**src/mrsi_pkg.sv**
```systemverilog
// ----------------------------------------------------------------------------
// mrsi_pkg
// Shared widths, field offsets and types for the moving rectangle sweep test.
// ----------------------------------------------------------------------------
package mrsi_pkg;

    localparam int COORD_BITS = 16;
    localparam int SIZE_BITS  = COORD_BITS - 1;
    localparam int LEAD_BITS  = COORD_BITS + 2;
    localparam int DIFF_BITS  = COORD_BITS + 3;
    localparam int VPROD_BITS = 2 * COORD_BITS;
    localparam int CROSS_BITS = 2 * COORD_BITS + 1;
    localparam int DEN_BITS   = 2 * COORD_BITS + 2;
    localparam int TPROD_BITS = DIFF_BITS + COORD_BITS;
    localparam int TERM_BITS  = TPROD_BITS + 1;

    localparam int RECT_BITS  = 4 * COORD_BITS + 2 * SIZE_BITS;
    localparam int IN_BITS    = 2 * RECT_BITS;
    localparam int IN_TDATA_W = ((IN_BITS + 7) / 8) * 8;
    localparam int OUT_TDATA_W = 8;

    localparam int OFF_X  = 0;
    localparam int OFF_Y  = OFF_X + COORD_BITS;
    localparam int OFF_W  = OFF_Y + COORD_BITS;
    localparam int OFF_H  = OFF_W + SIZE_BITS;
    localparam int OFF_VX = OFF_H + SIZE_BITS;
    localparam int OFF_VY = OFF_VX + COORD_BITS;
    localparam int OFF_B  = RECT_BITS;

    typedef struct packed {
        logic signed [COORD_BITS-1:0] vy;
        logic signed [COORD_BITS-1:0] vx;
        logic        [SIZE_BITS-1:0]  h;
        logic        [SIZE_BITS-1:0]  w;
        logic signed [COORD_BITS-1:0] y;
        logic signed [COORD_BITS-1:0] x;
    } t_rect;

    typedef struct packed {
        logic                        moving;
        logic signed [LEAD_BITS-1:0] px;
        logic signed [LEAD_BITS-1:0] py;
    } t_lead;

endpackage

```
**src/mrsi_lead.sv**
```systemverilog
// ----------------------------------------------------------------------------
// mrsi_lead
// Leading point of one moving rectangle, in half-units, plus moving flag.
// ----------------------------------------------------------------------------
module mrsi_lead (
    input  mrsi_pkg::t_rect i_rect,
    output mrsi_pkg::t_lead o_lead
);

    function automatic logic signed [mrsi_pkg::LEAD_BITS-1:0] lead_coord(
        input logic signed [mrsi_pkg::COORD_BITS-1:0] c,
        input logic        [mrsi_pkg::SIZE_BITS-1:0]  s,
        input logic signed [mrsi_pkg::COORD_BITS-1:0] v
    );
        logic signed [mrsi_pkg::COORD_BITS:0]  sum;
        logic signed [mrsi_pkg::LEAD_BITS-1:0] near;
        logic signed [mrsi_pkg::LEAD_BITS-1:0] res;
        sum  = {c[mrsi_pkg::COORD_BITS-1], c} + {2'b00, s};
        near = {c[mrsi_pkg::COORD_BITS-1], c, 1'b0};
        if (v[mrsi_pkg::COORD_BITS-1]) begin
            res = near;
        end else if (v != '0) begin
            res = {sum, 1'b0};
        end else begin
            res = near + {3'b000, s};
        end
        return res;
    endfunction

    assign o_lead.moving = (i_rect.vx != '0) || (i_rect.vy != '0);
    assign o_lead.px     = lead_coord(i_rect.x, i_rect.w, i_rect.vx);
    assign o_lead.py     = lead_coord(i_rect.y, i_rect.h, i_rect.vy);

endmodule

```
**config.mk**
```make
export PLATFORM = sky130hd
export DESIGN_NAME = mrsi_lead
export DESIGN_NICKNAME = d
export VERILOG_FILES = /design/src/mrsi_pkg.sv /design/src/mrsi_lead.sv
export SDC_FILE = /design/constraint.sdc
export NUM_CORES = 1
export LEC_CHECK = 0
export CORE_MARGIN = 4
export CORE_UTILIZATION = 65
export DETAILED_ROUTE_END_ITERATION = 10
export DONT_BUFFER_PORTS = 1
export GPL_TIMING_DRIVEN = 0
export PLACE_DENSITY = 0.86
export SLEW_MARGIN = 40
export SYNTH_ARGS = -nofsm -noshare
export SYNTH_HDL_FRONTEND = slang
export SYNTH_SLANG_ARGS = --single-unit
```
**constraint.sdc**
```tcl
create_clock -name vclk -period 7.44
set_input_delay 1.86 -clock vclk [all_inputs]
set_output_delay 1.86 -clock vclk [all_outputs]
set_load 0.03 [all_outputs]
```
==> Word-level counts from Yosys, hierarchy flattened <==
Cells that the tools add are included.
Widths: inputs -> output; s select.
{ "word_totals": {"mem_bits_rw": 0, "input_bits": 94, "mem_count": 0, "latchBits": 0, "wordCells": 11, "mem_bits_ro": 0, "output_inout_bits": 37, "register_bits": 0} }
{ "classes": {"n_eq_ne": 0, "div": 0, "bitwise_logic": 0, "multipliers": 0, "n_reduce_logical": 3, "order_cmp": 0, "muxes": 4, "shifts": 0, "addsub": 4} }
{ "ops": {"columns": ["op", "n"], "rows": [
  ["$mux 18", 4],
  ["$add 17x16->18", 2],
  ["$add 16x16->17", 2],
  ["$reduce_bool 16->1", 2],
  ["$logic_or 1x1->1", 1]
]} }

==> Depth between registers and ports, before layout <==
{ "depth": {"word_depth": 3, "ltp_mapped": 12, "ltp_nobuf": 11} }

==> Worst setup path before layout <==
Ideal clock, no wire load.
{ "synth_path": {"path_type": "input-to-output", "startpoint": "input port i_rect[88] (netlist bit)", "endpoint": "output port o_lead[13] (netlist bit)", "arrival_time_ns": 5.351, "path_slack_ns": 0.229, "stages": 12, "n_path_buf": 1, "required_ns": 5.580, "cell_sequence": "nor4_1 -> nand4_1 -> clkbuf_1 -> mux2_1 -> ha_1 -> fa_1 -> a21o_1 -> a311oi_1 -> nor2_2 -> or4_1 -> xnor2_1 -> o21ai_1"} }
{ "synth_lines": {"columns": ["element", "line", "text"], "rows": [
  ["start, declared", "mrsi_lead.sv:6", "input mrsi_pkg::t_rect i_rect,"],
  ["end, declared", "mrsi_lead.sv:7", "output mrsi_pkg::t_lead o_lead"]
]} }

==> results by group <==
Run status
  • Status: completed

Worst setup path
  • Crit path from: i_rect[88]
  • Crit path DAT: 5330 ps
  • CP required: 5580 ps
  • Type of destination of the critical path: output pin
  • Crit Path Category: input port to output pin
  • Startpoint Class: input port
  • Worst Path Max Fanout: 10

Synth
  • Mean Syn Cell Area: 7.38 um2
  • Yosys Warn Count: 0
  • Synthesized area: 0.00221 mm2
  • Area contributors post-synth: ha_1 (17%), mux2_2 (11%), mux2_1 (7.1%), nand2_1 (6.8%), a21oi_1 (6.1%)
  • Sequential fraction of the synthesis area: 0
  • Cells after Synth: 300
  • Post-synth top area share: 0.169
  • Cell variety after synth: 54
  • Mapped Nets: 426
  • Count leader, synth: nand2_1
  • Yosys top cell by area: ha_1
  • Synth cell count leaders: nand2_1 (40), ha_1 (30), a21oi_1 (27)

STA
  • Worst setup margin: 253 ps
  • Period Utilization, post-route: 0.966
  • Fin Hold WS: 3900 ps
  • Count of pins over their slew limit: 0
  • Setup TNS: 0 ps
  • Final setup viols: 0
  • F_max: 139 MHz
  • Crit path time final: 7190 ps
  • Fin. Hold Viols: 0
  • Unrepaired setup endpoints after global routing: false
  • Max-slew headroom: 0.540
  • Measured slew at the worst slew-check pin: 685 ps

Hold path
  • Worst Hold Class: input port to output pin
  • Hold depth: 2
  • Min-delay src: i_rect[31]

Placed design
  • DP HPWL: 5150 um
  • Gpl congestion: 0.903
  • IO Port Bufs: 0
  • Pre-CTS setup slack: -186 ps

Floorplan
  • Chip width: 66.4 um
  • Die Height: 66.4 um
  • Die ar.: 0.00440 mm2
  • Core box area: 0.00315 mm2
  • Cell row count: 20
  • Initial Utilization: 0.702
  • I/O pins: 131

Detailed routing
  • Met3 wire len: 483 um
  • Top layer in use: met4
  • Routed wire length: 5930 um
  • Met2 Wirelength: 3030 um
  • Drt pass-1 iters: 4
  • DR vias: 2272
  • Initial DRC Count: 92
  • Antenna viol nets, final: 0
  • DRC viols: 0
  • DRT met1 WL: 2370 um
  • WL/cell: 17.2 um
  • DR vias/cell: 6.59

Final layout
  • Fill cells: 274
  • Fin nets: 429
  • P&R area growth vs syn: 3.90%
  • Reg area: 0 um2
  • Share of cells above drive strength 1: 0.130
  • Antenna diodes: 0
  • Seq Cell Count: 0
  • # clk buffers: 0

Global routing
  • First-pass GRT wire length: 9450 um
  • Vias in the first global route: 2242
  • All-layer global routing usage: 0.259
  • Pin count of the biggest net entering global routing: 11
  • Initial antenna violation count: 0
  • Gr ovfl total: 0

Job
  • MaxCap Viol Count: 0

Power
  • Leakage: 0.964 nW
  • Peak VDD IR: 52.7 uV
  • Pwr dens: 95.4 mW/mm2

Clocking
  • Post-CTS Hold Buffers: 0
routing by layer:
| metal | global-route usage | vias to the layer above |
|---|---|---|
| met5 | 0 | - |
| met4 | 0.0279 | 0 |
| met3 | 0.0391 | 4 |
| met2 | 0.507 | 84 |
| met1 | 0.299 | 1045 |
| li1 | - | 1139 |
per-stage QoR:
step	utilization	instances	power, mW	instance area [um2]
after floorplan	-	300	0.189	2210
after global placement	0.720	344	0.209	2270
after detailed placement	0.726	344	0.217	2290
after CTS	0.730	345	0.219	2300
after global routing	0.730	345	0.241	2300
final	0.730	345	0.219	2300
area by class of cell:
type                       count  area [um2]  share of cell area
inverter                       7        26.3              0.0114
buffer                        11        61.3              0.0266
multi-input combinational    282        2150               0.935
timing repair buffer           1        7.51             0.00326
tap                           44        55.1              0.0239
cell usage in the layout, fill, tap and decap left out, drive strengths merged, types with 2 or more instances in the layout:
| cell | n |
|---|---|
| a21oi | 27 |
| nor3b | 4 |
| ha | 30 |
| a211o | 2 |
| o21ai | 26 |
| nor3 | 3 |
| nor4 | 9 |
| nand4 | 4 |
| o211ai | 5 |
| nor2 | 10 |
| mux2 | 35 |
| o31ai | 2 |
| a31oi | 6 |
| or2 | 2 |
| a21o | 13 |
| o221ai | 2 |
| mux2i | 2 |
| a311oi | 2 |
| o21bai | 3 |
| and2 | 3 |
| and3 | 3 |
| inv | 7 |
| clkbuf | 11 |
| xnor2 | 14 |
| or4 | 2 |
| a211oi | 2 |
| xor2 | 10 |
| o22ai | 2 |
| nand3 | 5 |
| nand2 | 40 |
| fa | 2 |
cells by family (layout without fill, tap and decap cells):
kind of cell	after synthesis	after routing	synth area share
compound gates	99	99	0.286
simple gates	90	90	0.205
mux	37	37	0.187
fa+ha+maj	32	32	0.188
xor+xnor	24	24	0.0949
buf+inv	18	19	0.0396
worst max-delay path: stages:
cell	delay (ps)
nor4_1	320
nand4_1	160
clkbuf_1	300
mux2_1	390
ha_1	210
fa_1	410
a21o_1	230
a311oi_1	310
nor2_2	100
or4_1	550
xnor2_1	160
o21ai_2	320
final timing paths:
check                   endpoint
worst max-delay path  o_lead[13]
worst min-delay path  o_lead[17]
repair_timing:
item / CTS / global route
endpoints found under the setup margin: 1 / 0
resized for setup: 1 / 0
buffers inserted: 1 / 0
report_power, final:
part           total (mW)  switching [mW]  internal, mW
registers               0               0             0
clock network           0               0             0
logic               0.219           0.143        0.0764
No activity file was read; power rests on OpenSTA's default activity.
